--- src/rtl/hbs_pkg.sv ---
// ----------------------------------------------------------------------------
// hbs_pkg: shared types and constants of the bump slope map block
// Field widths, register codes and the word formats passed between stages.
// ----------------------------------------------------------------------------
package hbs_pkg;

  localparam int BYTE_W       = 8;
  localparam int HEIGHT_W     = 8;
  localparam int COL_W        = 11;
  localparam int ROW_W        = 12;
  localparam int SLOPE_W      = 8;
  localparam int TOL_W        = 8;
  localparam int WIDTH_REG_W  = 12;
  localparam int HEIGHT_REG_W = 13;
  localparam int CFG_DATA_W   = 13;
  localparam int CFG_IDX_W    = 3;

  localparam int WIDTH_RESET  = 2048;
  localparam int HEIGHT_RESET = 4096;

  localparam int SLOPE_BIAS   = 127;
  localparam int HEIGHT_MAX   = 255;

  // mean of three bytes: (sum * RECIP3) >> RECIP3_SHIFT, exact for sums up to 766
  localparam int DIV3         = 3;
  localparam int RECIP3_SHIFT = 11;
  localparam int RECIP3       = (2 ** RECIP3_SHIFT + DIV3 - 1) / DIV3;
  localparam int SUM_W        = 10;
  localparam int RECIP3_W     = 10;
  localparam int PROD_W       = SUM_W + RECIP3_W;

  localparam int NUM_RES      = 3;
  localparam int RES_IDX_W    = 2;

  typedef logic [HEIGHT_W-1:0] height_t;

  typedef enum logic [CFG_IDX_W-1:0] {
    CFG_WIDTH,
    CFG_HEIGHT,
    CFG_TOL,
    CFG_FROM_ALPHA,
    CFG_GREY,
    CFG_INVERT
  } cfg_idx_e;

  typedef struct packed {
    logic [BYTE_W-1:0] red;
    logic [BYTE_W-1:0] green;
    logic [BYTE_W-1:0] blue;
    logic [BYTE_W-1:0] alpha;
  } pixel_t;

  typedef struct packed {
    logic from_alpha;
    logic grey;
    logic invert;
  } height_cfg_t;

  // one pending result before slope arithmetic
  typedef struct packed {
    logic [COL_W-1:0] column;
    logic [ROW_W-1:0] row;
    height_t          center;
    height_t          left;
    height_t          right;
    height_t          above;
    height_t          below;
  } res_raw_t;

  typedef struct packed {
    logic [COL_W-1:0]   column;
    logic [ROW_W-1:0]   row;
    logic [SLOPE_W-1:0] horizontal_slope;
    logic [SLOPE_W-1:0] vertical_slope;
    logic               last_of_run;
  } slope_word_t;

endpackage

--- src/rtl/hbs_height.sv ---
// ----------------------------------------------------------------------------
// hbs_height: pixel to height conversion
// Alpha, red, or rounded mean of R, G, B; optional inversion.
// ----------------------------------------------------------------------------
module hbs_height (
  input  hbs_pkg::pixel_t      pix_i,
  input  hbs_pkg::height_cfg_t cfg_i,
  output hbs_pkg::height_t     height_o
);
  import hbs_pkg::*;

  logic [SUM_W-1:0]  sum;
  logic [PROD_W-1:0] prod;
  height_t           mean;
  height_t           raw;

  // (r + g + b + 1) / 3 by reciprocal multiply
  assign sum  = SUM_W'(pix_i.red) + SUM_W'(pix_i.green) + SUM_W'(pix_i.blue) + SUM_W'(1);
  assign prod = PROD_W'(sum) * PROD_W'(RECIP3);
  assign mean = prod[RECIP3_SHIFT +: HEIGHT_W];

  always_comb begin
    if (cfg_i.from_alpha) begin
      raw = pix_i.alpha;
    end else if (cfg_i.grey) begin
      raw = pix_i.red;
    end else begin
      raw = mean;
    end
  end

  assign height_o = cfg_i.invert ? (HEIGHT_W'(HEIGHT_MAX) - raw) : raw;

endmodule

--- config.mk ---
export PLATFORM = sky130hd
export DESIGN_NAME = hbs_height
export DESIGN_NICKNAME = d
export VERILOG_FILES = /design/src/rtl/hbs_pkg.sv /design/src/rtl/hbs_height.sv
export SDC_FILE = /design/constraint.sdc
export NUM_CORES = 1
export LEC_CHECK = 0
export BUFFER_PORTS_ARGS = -buffer_cell sky130_fd_sc_hd__buf_2
export CORE_ASPECT_RATIO = 0.5
export CORE_UTILIZATION = 50
export DETAILED_ROUTE_END_ITERATION = 7
export GPL_TIMING_DRIVEN = 0
export PLACE_DENSITY = 0.76
export SKIP_LAST_GASP = 1
export SLEW_MARGIN = 20
export SYNTH_ARGS = -nofsm -noshare
export SYNTH_HDL_FRONTEND = slang
export SYNTH_SLANG_ARGS = --single-unit
--- constraint.sdc ---
create_clock -name vclk -period 8.05
set_clock_uncertainty 0.1 [all_clocks]
set_input_delay 0.805 -clock vclk [all_inputs]
set_output_delay 0.805 -clock vclk [all_outputs]
set_load 0.005 [all_outputs]
==> out/qor.csv <==
stage,metric,value,unit
outcome,status,finished with violations,
outcome,violations,setup timing,
synthesis,muxShareOfSynthArea,0.01284,
timing,hold_violations,0,
run,max-cap-violations,0,
synthesis,yosys.area_share.simple,0.08186,
final_layout,sequential_cell_total,0,
floorplan,fp.dieH,50.36,µm
critical_path,cp_slowest_stage_delay,0.54,ns
detailed_routing,vias,2052,
detailed_routing,drt_wl_total,6139,µm
synthesis,synthAdderAreaFrac,0.5843,
synthesis,synth_cell_type_count,38,
floorplan,fp.coreArea,4446,µm²
floorplan,start_util,0.5260,
place,place.gp.congestion,0.8715,
synthesis,synth_compound_area_frac,0.1439,
synthesis,yosysWarnings,0,
critical_path,path_max_fanout,3,
final_layout,synthToLayoutAreaGrowth,29.86,%
global_routing,grt_pass1_vias,2001,
detailed_routing,drc,0,
floorplan,fp.dieArea,4971,µm²
place,port_buffers,41,
timing,fin_ws,-0.09920,ns
floorplan,die_x,98.72,µm
critical_path,worst_setup_path_end_kind,output pin,
final_layout,final_common_cell,ha_1,
detailed_routing,via_per_inst,5.622,
timing,min_period_over_period,1.012,
final_layout,fin_cells,365,
global_routing,antenna_found_initial,0,
critical_path,cp.required,7.14,ns
synthesis,synth_nets,379,
final_layout,mostFrequentLayoutCells,"ha_1 (57), buf_2 (38), inv_1 (29)",
timing,final_max_slew_viol_count,0,
final_layout,regArea,0,µm²
final_layout,drive_gt1_frac,0.3247,
final_layout,layout.nets,438,
final_layout,fin_util,0.6831,
synthesis,syn_inst,251,
detailed_routing,routedWlPerCell,16.82,µm
global_routing,grt_start_max_net_pins,11,
timing,setup_violations,2,
global_routing,grt_usage,0.2326,
critical_path,path_common_cell,ha_4,
critical_path,setup.worst_path.start_class,input port,
worst_hold_path,hp-class,in -> out,
detailed_routing,first_pass_iters,4,
global_routing,overflow,0,
clock_tree,cts_hold_buf,0,
synthesis,syn_avg_cell_area,9.317,µm²
final_layout,fillers,300,
worst_hold_path,hp-start,pix_i[3],
synthesis,synth_top_family_by_area,adder cells,
floorplan,ioPinCount,43,
timing,maxSlewHeadroom,0.6629,
critical_path,worstSetupStartpoint,pix_i[24],
synthesis,synth_xor_area_frac,0.1145,
place,dp_hpwl,4525,µm
synthesis,syn_area,2338,µm²
timing,worstMarginPinSlew,0.5056,ns
place,dp_cells,349,
timing,fmax,0.1227,GHz
floorplan,rows,17,
final_layout,clkbuf_count,0,
critical_path,crit_slowest_cell,fa_1,
place,dp_slack,-0.7820,ns
timing,rsz0062_at_grt,true,
timing,period_minus_slack,8.149,ns
synthesis,seq_area_frac_synth,0,
critical_path,path_class,in -> out,
critical_path,arrival,7.24,ns
final_layout,num_antenna_cells,0,
detailed_routing,ant_nets,0,
detailed_routing,drt_iter0_drc,62,
global_routing,grt_pass1_wl,9190,µm
## synthesized netlist by cell type, drive strengths merged
library cell	number	area, µm²
clkbuf	2	7.510
xnor2	14	122.6
a21o	8	60.06
mux2i	3	30.03
or3	1	6.260
buf	1	3.750
and2	4	25.02
o31ai	2	15.01
a31oi	1	6.260
ha	66	825.8
and3	1	6.260
a211o	1	8.760
nor3	3	15.01
o21a	2	15.01
or4b	1	10.01
o21bai	2	15.01
a21oi	11	55.05
a32o	1	10.01
inv	36	135.1
a21boi	1	7.510
and4	1	11.26
o22ai	1	12.51
a222oi	2	20.02
nand3	2	10.01
xor2	14	122.6
o211a	1	10.01
o21ai	11	55.05
nor2b	3	18.77
a22oi	1	7.510
fa	27	540.5
xnor3	1	22.52
a211oi	4	30.03
o2111ai	1	8.760
nand4	2	12.51
nand2b	2	12.51
nand2	7	26.28
nor2	10	37.54
## metal layers
metal  GRT usage  wire length, µm  vias up
met2      0.4308             3030       55
met5           0                0        -
li1            -                -      990
met3    0.005571              151        0
met1      0.3261             2957     1007
met4    0.002488                0        0
## critical path: cells and delay by family
kind | cells | cell delay (ns)
compound gates | 11 | 2.12
xor+xnor | 3 | 0.67
fa+ha+maj | 9 | 3.05
buf+inv | 7 | 0.45
simple gates | 1 | 0.14
## stage by stage
step / hold slack [ns] / area [µm²] / TNS (ns)
floorplan: 1.675 / 2374 / 0
global placement: 1.865 / 2650 / -1.589
detailed placement: 1.856 / 2650 / -2.118
CTS: 1.869 / 2798 / 0
global route: 1.904 / 3037 / -0.7161
finish: 1.869 / 3037 / -0.1443
## worst paths after layout
check,cells after the start,end,slack [ns]
max,31,height_o[7],-0.1
min,4,height_o[3],1.87
## cell families after synthesis
logic type | count (synthesis)
xor gates and xnor gates | 29
AOI/OAI and AO/OA | 50
and+or+nand+nor | 37
adders and majority gates | 93
muxes | 3
buffers and inverters | 39
## cell type report
| type | count | area (µm²) | area share |
|---|---|---|---|
| Multi-Input combinational cell | 212 | 2462 | 0.8109 |
| Timing Repair Buffer | 57 | 351.6 | 0.1158 |
| Buffer | 3 | 11.26 | 0.003708 |
| Tap cell | 57 | 71.32 | 0.02349 |
| Inverter | 36 | 140.1 | 0.04615 |
## repair_timing
action / CTS / global route
buffers inserted: 10 / 6
endpoints found under the setup margin: 6 / 6
cloned: 0 / 0
hold endpoints to repair: 0 / 0
pin swaps: 23 / 23
resized for setup: 14 / 34
Power is not shown: default switching activity piles up to over one toggle a cycle in this logic, so the estimate is an artifact.
