$ cat src/rtl/hbs_pkg.sv
// ----------------------------------------------------------------------------
// hbs_pkg: shared types and constants of the bump slope map block
// Field widths, register codes and the word formats passed between stages.
// ----------------------------------------------------------------------------
package hbs_pkg;

  localparam int BYTE_W       = 8;
  localparam int HEIGHT_W     = 8;
  localparam int COL_W        = 11;
  localparam int ROW_W        = 12;
  localparam int SLOPE_W      = 8;
  localparam int TOL_W        = 8;
  localparam int WIDTH_REG_W  = 12;
  localparam int HEIGHT_REG_W = 13;
  localparam int CFG_DATA_W   = 13;
  localparam int CFG_IDX_W    = 3;

  localparam int WIDTH_RESET  = 2048;
  localparam int HEIGHT_RESET = 4096;

  localparam int SLOPE_BIAS   = 127;
  localparam int HEIGHT_MAX   = 255;

  // mean of three bytes: (sum * RECIP3) >> RECIP3_SHIFT, exact for sums up to 766
  localparam int DIV3         = 3;
  localparam int RECIP3_SHIFT = 11;
  localparam int RECIP3       = (2 ** RECIP3_SHIFT + DIV3 - 1) / DIV3;
  localparam int SUM_W        = 10;
  localparam int RECIP3_W     = 10;
  localparam int PROD_W       = SUM_W + RECIP3_W;

  localparam int NUM_RES      = 3;
  localparam int RES_IDX_W    = 2;

  typedef logic [HEIGHT_W-1:0] height_t;

  typedef enum logic [CFG_IDX_W-1:0] {
    CFG_WIDTH,
    CFG_HEIGHT,
    CFG_TOL,
    CFG_FROM_ALPHA,
    CFG_GREY,
    CFG_INVERT
  } cfg_idx_e;

  typedef struct packed {
    logic [BYTE_W-1:0] red;
    logic [BYTE_W-1:0] green;
    logic [BYTE_W-1:0] blue;
    logic [BYTE_W-1:0] alpha;
  } pixel_t;

  typedef struct packed {
    logic from_alpha;
    logic grey;
    logic invert;
  } height_cfg_t;

  // one pending result before slope arithmetic
  typedef struct packed {
    logic [COL_W-1:0] column;
    logic [ROW_W-1:0] row;
    height_t          center;
    height_t          left;
    height_t          right;
    height_t          above;
    height_t          below;
  } res_raw_t;

  typedef struct packed {
    logic [COL_W-1:0]   column;
    logic [ROW_W-1:0]   row;
    logic [SLOPE_W-1:0] horizontal_slope;
    logic [SLOPE_W-1:0] vertical_slope;
    logic               last_of_run;
  } slope_word_t;

endpackage

$ cat src/rtl/hbs_slope.sv
// ----------------------------------------------------------------------------
// hbs_slope: slope arithmetic for one result
// Outlier limiting against the centre, central differences, bias.
// ----------------------------------------------------------------------------
module hbs_slope (
  input  hbs_pkg::res_raw_t                res_i,
  input  logic [hbs_pkg::TOL_W-1:0]        tol_i,
  output logic [hbs_pkg::SLOPE_W-1:0]      hslope_o,
  output logic [hbs_pkg::SLOPE_W-1:0]      vslope_o
);
  import hbs_pkg::*;

  // neighbor farther than tol from centre falls back to centre; tol 0 = off
  function automatic height_t limit(height_t n, height_t c, logic [TOL_W-1:0] tol);
    logic [HEIGHT_W:0] d;
    if (n >= c) begin
      d = {1'b0, n} - {1'b0, c};
    end else begin
      d = {1'b0, c} - {1'b0, n};
    end
    return ((tol != '0) && (d > {1'b0, tol})) ? c : n;
  endfunction

  // bias + (p - m) / 2, halving truncated toward zero
  function automatic logic [SLOPE_W-1:0] half_diff(height_t p, height_t m);
    logic signed [HEIGHT_W+1:0] diff;
    logic signed [HEIGHT_W+1:0] half;
    logic signed [HEIGHT_W+1:0] total;
    diff  = $signed({2'b00, p}) - $signed({2'b00, m});
    half  = (diff + $signed({{(HEIGHT_W+1){1'b0}}, diff[HEIGHT_W+1]})) >>> 1;
    total = half + $signed((HEIGHT_W+2)'(SLOPE_BIAS));
    return total[SLOPE_W-1:0];
  endfunction

  height_t l_lim, r_lim, a_lim, b_lim;

  assign l_lim = limit(res_i.left,  res_i.center, tol_i);
  assign r_lim = limit(res_i.right, res_i.center, tol_i);
  assign a_lim = limit(res_i.above, res_i.center, tol_i);
  assign b_lim = limit(res_i.below, res_i.center, tol_i);

  assign hslope_o = half_diff(l_lim, r_lim);
  assign vslope_o = half_diff(b_lim, a_lim);

endmodule

$ cat config.mk
export PLATFORM = sky130hd
export DESIGN_NAME = hbs_slope
export DESIGN_NICKNAME = d
export VERILOG_FILES = /design/src/rtl/hbs_pkg.sv /design/src/rtl/hbs_slope.sv
export SDC_FILE = /design/constraint.sdc
export NUM_CORES = 1
export LEC_CHECK = 0
export BUFFER_PORTS_ARGS = -buffer_cell sky130_fd_sc_hd__buf_2
export CELL_PAD_IN_SITES_DETAIL_PLACEMENT = 1
export CELL_PAD_IN_SITES_GLOBAL_PLACEMENT = 1
export CORE_MARGIN = 2
export CORE_UTILIZATION = 30
export DETAILED_ROUTE_END_ITERATION = 12
export PLACE_DENSITY_LB_ADDON = 0.1
export SLEW_MARGIN = 0
export SYNTH_ARGS = -nofsm -noshare
export SYNTH_HDL_FRONTEND = slang
export SYNTH_SLANG_ARGS = --single-unit
$ cat constraint.sdc
create_clock -name vclk -period 14.2
set_clock_uncertainty 0.2 [all_clocks]
set_input_delay 0.71 -clock vclk [all_inputs]
set_output_delay 0.71 -clock vclk [all_outputs]
set_load 0.03 [all_outputs]
==> out/qor.csv, run 1 <==
metric;value;unit
critPathLaunchType;input port;
period_minus_slack;10180;ps
pwr-share-seq;0;%
hp-class;in2out;
rsz0062_at_grt;false;
critPathCapture;hslope_o[6];
synth_top_cell_by_area;ha_1;
max_freq;0.0982;GHz
synth.avg_cell_area;7.57;um2
netlist_top_cells_count;ha_1 (116), inv_1 (79), mux2i_1 (59);
seq_area_frac_synth;0;%
cts-resized-gates;0;
grt_use_total;19.9;%
dp.cells;973;
crit_fanout;13;
critPathTopFamily;compound AO/OA/AOI/OAI gates;
chipHeight;137;um
cp.depth;33;
yosysMostFrequentCell;ha_1;
rows;48;
syn2layout_area_growth;9.51;%
power_switching;0.536;mW
whs;2100;ps
maxCapViolations;0;
drt_iter0_drc;151;
setup_viol;0;
synth_area_leaders;ha_1 (27%), mux2i_1 (11%), xnor2_1 (6.6%);
internal_power;0.315;mW
startpoint;res_i[34];
hold_viol;0;
p_per_area;146;mW/mm2
grt_pass1_vias;5644;
syn_nets;899;
ys_warn_count;0;
antenna_found_initial;0;
yosysUniqueCellTypes;61;
grt_pass1_wl;29.6;mm
vias;5218;
crit_slowest_cell;o2bb2ai_1;
p_clk_share;0;%
slew_headroom;25.0;%
core_area;0.0173;mm2
dp_hpwl;15.3;mm
timing.critical_path.mode_cell;ha_1;
cp_data_required_time;13290;ps
cpPeakStageDelay;870;ps
p_comb_share;100.0;%
nNetsFinal;947;
initial_core_util;30.7;%
status;finished clean;
worst_pin_slew;1120;ps
stdcell_count;973;
netlist.area_leader.share;27.3;%
avgRoutedWirePerCell;19.0;um
end_kind;primary output;
nClkBuffers;0;
cts_setup_buffers;0;
globalplace.congestion;0.857;
syn_area;0.00532;mm2
path_buf_inv;3;
wirelength;18.4;mm
n_antenna_cell;0;
via_per_inst;5.36;
fin_util;33.7;%
port_buffers;64;
route.detailed.drc;0;
setup_tns;0;ps
die_area;0.0188;mm2
slew_violations;0;
drive_above_1_share;11.8;%
power.leakage;2.95;nW
seq_area;0;um2
ant_nets;0;
grt_overflow;0;
hold_buffers;0;
ir_drop;154;uV
final.period_utilization;71.7;%
timing_worst_setup_path_type;in2out;
p_sw_share;63.0;%
first_pass_iters;4;
seq_cells;0;
dieWidth;137;um
syn-instance-count;702;
ios;87;
cp.arrival;9270;ps
grt_max_degree;14;
worst min-delay path, cell delays in order:
cell	delay [ps]
buf_2	120
mux2i_1	120
ha_1	180
xor2_1	120
xor2_1	160
buf_2	170
kinds of logic after synthesis:
logic type,share of synthesized area (%)
AOI/OAI and AO/OA,22.0
and+or+nand+nor,17.8
adders and majority gates,31.1
buffers and inverters,7.82
muxes,12.8
xor gates and xnor gates,8.57
per-layer routing:
layer  GRT usage [%]  part of all wire, %  vias to the layer above
met5               0                    0                        -
met4            3.09                  1.9                        0
met3           0.556                  1.6                       20
met2            37.9                   51                       66
met1            25.3                   46                     2512
li1                -                    -                     2620
power by group through the flow:
stage	clock, mW	combinational (mW)	sequential (mW)
4_1_cts	0	0.858	0
3_5_place_dp	0	0.854	0
3_3_place_gp	0	0.832	0
5_1_grt	0	0.937	0
6_report	0	0.850	0
2_1_floorplan	0	0.648	0
stage by stage:
| stage | instance area, um2 | total power [mW] | worst slack, ps |
|---|---|---|---|
| 2_1_floorplan | 5320 | 0.648 | 6050 |
| 3_3_place_gp | 5820 | 0.832 | 4280 |
| 3_5_place_dp | 5820 | 0.854 | 4060 |
| 4_1_cts | 5820 | 0.858 | 4060 |
| 5_1_grt | 5820 | 0.937 | 3510 |
| 6_report | 5820 | 0.850 | 4020 |
layout make-up:
cell class	instances	area, um2
inverters	79	297
multi-input cells	602	4900
fillers	2198	11500
well taps	225	282
repair buffers	67	343
cell usage in the layout (no fill, tap or decap), types with 5 or more instances in the layout:
cell / count
a211oi_1: 7
a21o_1: 19
a21oi_1: 51
a31oi_1: 11
buf_2: 64
fa_1: 10
ha_1: 116
inv_1: 79
mux2_2: 8
mux2i_1: 59
nand2_1: 36
nand2b_1: 16
nand3_1: 12
nand4_1: 17
nor2_1: 28
nor2b_1: 15
nor3_1: 19
o211ai_1: 5
o21a_1: 12
o21ai_0: 32
o21bai_1: 5
o22ai_1: 5
or2_2: 6
or3_1: 5
xnor2_1: 40
xor2_1: 12
worst min-delay path by stage:
stage | cells past startpoint | start | to
floorplan | 4 | res_i[15] | vslope_o[6]
global placement | 6 | res_i[15] | vslope_o[6]
detailed placement | 6 | res_i[15] | vslope_o[6]
CTS | 6 | res_i[15] | vslope_o[6]
global route | 6 | res_i[15] | vslope_o[6]
finish | 6 | res_i[15] | vslope_o[6]
Power figures use the tool's default switching activity.
==> inputs of run 2 (changes only) <==
==> constraint.sdc (replaced) <==
create_clock -name vclk -period 9.9
set_clock_uncertainty 0.2 [all_clocks]
set_input_delay 0.495 -clock vclk [all_inputs]
set_output_delay 0.495 -clock vclk [all_outputs]
set_load 0.03 [all_outputs]
==> run 2 against run 1 <==
Routed wire length rose by 0.89%. Final area grew 0.39%. Via count down 0.23%. Critical path type unchanged. Critical endpoint is now vslope_o[7]. Largest cell class unchanged. Highest routed layer unchanged.
==> out/qor.csv, run 2 (synthesis results as in run 1) <==
metric;value;unit;change
worst_slack;864;ps;-3160 ps
seq_area;0;um2;unchanged
antenna_found_initial;0;;unchanged
vias;5206;;-0.23%
final_cell_mix;ha_1 (116), inv_1 (79), buf_2 (64);;
setup_viol;0;;unchanged
setup_tns;0;ps;unchanged
via_per_inst;5.33;;-0.54%
hold_viol;0;;unchanged
slew_headroom;27.3;%;+2.3 points
globalplace.congestion;0.869;;+1.5%
crit_fanout;9;;-4
period_minus_slack;9040;ps;
cts-resized-gates;0;;unchanged
holdPathEnd;hslope_o[7];;
power.leakage;2.97;nW;+0.48%
final_area;0.00584;mm2;+0.39%
max_freq;0.111;GHz;
layout_commonest_cell;ha_1;;
crit_slowest_cell;o21ai_1;;
n_antenna_cell;0;;unchanged
p_per_area;209;mW/mm2;+43%
drt_iter0_drc;151;;unchanged
core_area;0.0173;mm2;unchanged
grt_pass1_vias;5594;;-0.89%
post-place-ws;871;ps;-3190 ps
cp_data_required_time;9210;ps;-4080 ps
timing_worst_setup_path_type;in2out;;
seq_cells;0;;unchanged
ant_nets;0;;unchanged
chipHeight;137;um;unchanged
status;finished clean;;
min-delay-start;res_i[23];;
ir_drop;250;uV;+62%
nNetsFinal;950;;+0.32%
nClkBuffers;0;;unchanged
end_kind;primary output;;
hold_buffers;0;;unchanged
postPlaceCellArea;0.00584;mm2;+0.39%
port_buffers;64;;unchanged
grt_max_degree;13;;-1
critPathLaunchType;input port;;
wirelength;18.6;mm;+0.89%
dieWidth;137;um;unchanged
cpPeakStageDelay;580;ps;-290 ps
rows;48;;unchanged
rsz0062_at_grt;false;;
maxCapViolations;0;;unchanged
grt_pass1_wl;29.5;mm;-0.26%
first_pass_iters;4;;unchanged
ios;87;;unchanged
worst_pin_slew;1080;ps;-34.6 ps
worstHoldPathCells;6;;unchanged
route.detailed.drc;0;;unchanged
hp-class;in2out;;
drive_above_1_share;12.1;%;+0.35 points
slew_violations;0;;unchanged
initial_core_util;30.7;%;unchanged
dp_hpwl;15.5;mm;+1.3%
die_area;0.0188;mm2;unchanged
avgRoutedWirePerCell;19.1;um;+0.58%
grt_overflow;0;;unchanged
cts_setup_buffers;0;;unchanged
syn2layout_area_growth;9.93;%;
grt_use_total;19.8;%;-0.10 points
cp.arrival;8340;ps;-930 ps
final.period_utilization;91.3;%;
## run 2: cell count changes in the layout (fill, tap and decap cells not counted), sizes merged
| cell | change |
|---|---|
| buf | +3 |
## run 2: per-layer routing
metal	global-route usage [%]	up-vias	wire length, um
met5	0	-	0
met3	0.407	8	373
met2	38.0	59	9560
met4	1.83	0	175
met1	25.5	2511	8500
li1	-	2628	-
## run 2: cell type report
class / count / area (um2)
fillers: 2150 / 11500
well taps: 225 / 282
multi-input cells: 602 / 4900
repair buffers: 70 / 365
inverters: 79 / 297
## run 2: worst max-delay path by stage
stage / start / end / depth (start not counted)
6_report: res_i[35] / vslope_o[7] / 35
5_1_grt: res_i[34] / vslope_o[6] / 33
4_1_cts: res_i[35] / vslope_o[6] / 34
3_5_place_dp: res_i[35] / vslope_o[6] / 34
3_3_place_gp: res_i[35] / vslope_o[7] / 34
2_1_floorplan: res_i[29] / hslope_o[6] / 33
## run 2: per-stage QoR
stage / hold slack (ps) / power [mW] / instances / utilization [%]
CTS: 1680 / 1.23 / 976 / 33.8
floorplan: 1410 / 0.930 / 702 / -
detailed placement: 1680 / 1.23 / 976 / 33.8
global route: 1760 / 1.35 / 976 / 33.8
global placement: 1660 / 1.20 / 976 / 33.8
finish: 1670 / 1.22 / 976 / 33.8
## run 2: critical path: cells and delay by family
family | cells | cell delay [ps]
compound gates | 9 | 2140
simple gates | 12 | 2120
fa+ha+maj | 5 | 1380
buf+inv | 5 | 1150
mux | 2 | 760
xor+xnor | 2 | 260
## run 2: report_power, final
part | total (mW) | internal, mW | switching, mW
combinational | 1.22 | 0.454 | 0.766
clock | 0 | 0 | 0
sequential | 0 | 0 | 0
==> inputs of run 3 (changes only) <==
--- a/config.mk
+++ b/config.mk
@@ -5,12 +5,14 @@
 export SDC_FILE = /design/constraint.sdc
 export NUM_CORES = 1
 export LEC_CHECK = 0
+export ABC_CLOCK_PERIOD_IN_PS = 9900
 export BUFFER_PORTS_ARGS = -buffer_cell sky130_fd_sc_hd__buf_2
 export CELL_PAD_IN_SITES_DETAIL_PLACEMENT = 1
 export CELL_PAD_IN_SITES_GLOBAL_PLACEMENT = 1
 export CORE_MARGIN = 2
 export CORE_UTILIZATION = 30
 export DETAILED_ROUTE_END_ITERATION = 12
+export MAX_ROUTING_LAYER = met4
 export PLACE_DENSITY_LB_ADDON = 0.1
 export SLEW_MARGIN = 0
 export SYNTH_ARGS = -nofsm -noshare
==> run 3 against run 2 <==
Fmax is 0.60% lower. Hold slack better by 6.2 ps. Global-route usage rose by 0.85 points. Cell count is the same. Critical path type unchanged. Combinational power about the same. Worst setup slack worse by 54 ps. Routed wire length increased by 0.80%. Clock-buffer cell count did not move. Via count increased by 0.90%. Non-clock buffer count unchanged. Largest power group unchanged.
==> out/qor.csv, run 3 (synthesis results as in run 1) <==
metric;value;unit;change
final.period_utilization;91.8;%;+0.55 points
ir_drop;259;uV;+3.7%
cp_data_required_time;9210;ps;about the same
grt_max_degree;13;;unchanged
fin_util;33.8;%;unchanged
critPathTopFamily;simple AND/OR/NAND/NOR gates;;
grt_pass1_wl;29.8;mm;+1.1%
cp.depth;35;;unchanged
grt_overflow;0;;unchanged
rows;48;;unchanged
final_cell_mix;ha_1 (116), inv_1 (79), buf_2 (64);;
wirelength;18.8;mm;+0.80%
cts-resized-gates;0;;unchanged
path_buf_inv;5;;unchanged
setup_viol;0;;unchanged
timing_worst_setup_path_type;in2out;;
slew_violations;0;;unchanged
drive_above_1_share;12.1;%;unchanged
startpoint;res_i[34];;
nNetsFinal;950;;unchanged
critPathLaunchType;input port;;
route.detailed.drc;0;;unchanged
avgRoutedWirePerCell;19.2;um;+0.80%
power.leakage;2.97;nW;unchanged
initial_core_util;30.7;%;unchanged
slew_headroom;28.5;%;+1.1 points
cp.arrival;8400;ps;+60 ps
crit_fanout;9;;unchanged
p_per_area;209;mW/mm2;about the same
port_buffers;64;;unchanged
first_pass_iters;4;;unchanged
core_area;0.0173;mm2;unchanged
setup_tns;0;ps;unchanged
dp_hpwl;15.7;mm;+1.0%
max_freq;0.110;GHz;-0.60%
critPathCapture;vslope_o[7];;
end_kind;primary output;;
via_per_inst;5.38;;+0.90%
maxCapViolations;0;;unchanged
antenna_found_initial;0;;unchanged
seq_cells;0;;unchanged
worst_pin_slew;1070;ps;-16.9 ps
period_minus_slack;9090;ps;+54.2 ps
cpPeakStageDelay;570;ps;about the same
grt_pass1_vias;5576;;-0.32%
ios;87;;unchanged
die_area;0.0188;mm2;unchanged
cts_setup_buffers;0;;unchanged
layout_commonest_cell;ha_1;;
globalplace.congestion;0.881;;+1.4%
seq_area;0;um2;unchanged
n_antenna_cell;0;;unchanged
nClkBuffers;0;;unchanged
hold_viol;0;;unchanged
ant_nets;0;;unchanged
rsz0062_at_grt;false;;
vias;5253;;+0.90%
chipHeight;137;um;unchanged
dieWidth;137;um;unchanged
status;finished clean;;
drt_iter0_drc;226;;+50%
grt_use_total;20.7;%;+0.85 points
hold_buffers;0;;unchanged
hp-class;in2out;;
crit_slowest_cell;o21ai_1;;
syn2layout_area_growth;9.93;%;unchanged
[run 3: cell counts in the layout (fill, tap and decap cells not counted)]
No cell type changed its count.
[run 3: worst min-delay path by stage]
| stage | start | to | slack [ps] | cells after the start |
|---|---|---|---|---|
| 6_report | res_i[15] | vslope_o[6] | 1680 | 6 |
| 5_1_grt | res_i[23] | hslope_o[7] | 1750 | 6 |
| 4_1_cts | res_i[23] | hslope_o[7] | 1700 | 6 |
| 3_5_place_dp | res_i[15] | vslope_o[6] | 1690 | 6 |
| 3_3_place_gp | res_i[15] | vslope_o[6] | 1660 | 6 |
| 2_1_floorplan | res_i[15] | vslope_o[6] | 1410 | 4 |
[run 3: final cells by class]
cell class / instances / area, um2
Multi-Input combinational cell: 602 / 4900
Inverter: 79 / 297
Fill cell: 2188 / 11500
Timing Repair Buffer: 70 / 365
Tap cell: 225 / 282
[run 3: power breakdown]
group,switching (mW),total [mW],internal [mW],leakage [nW]
Combinational,0.768,1.22,0.453,2.97
Sequential,0,0,0,0
Clock,0,0,0,0
Total,0.768,1.22,0.453,2.97
[run 3: worst min-delay path, cell delays in order]
cell,delay [ps]
buf_2,120
mux2i_1,140
ha_1,170
xor2_1,120
xor2_1,160
buf_2,170
[run 3: routing by layer]
layer / GRT usage, % / share of wire, % / vias up
met2: 37.2 / 50 / 80
met3: 0.296 / 1.7 / 16
li1: - / - / 2632
met5: - / 0 / -
met4: 3.04 / 1.5 / 0
met1: 26.5 / 47 / 2525
[run 3: metrics by stage]
stage	area, um2	total power [mW]	setup slack (ps)	hold slack [ps]	instances
CTS	5840	1.23	860	1700	976
detailed placement	5840	1.23	898	1690	976
floorplan	5320	0.930	2180	1410	702
global placement	5840	1.20	982	1660	976
finish	5840	1.22	809	1680	976
global route	5840	1.35	222	1750	976
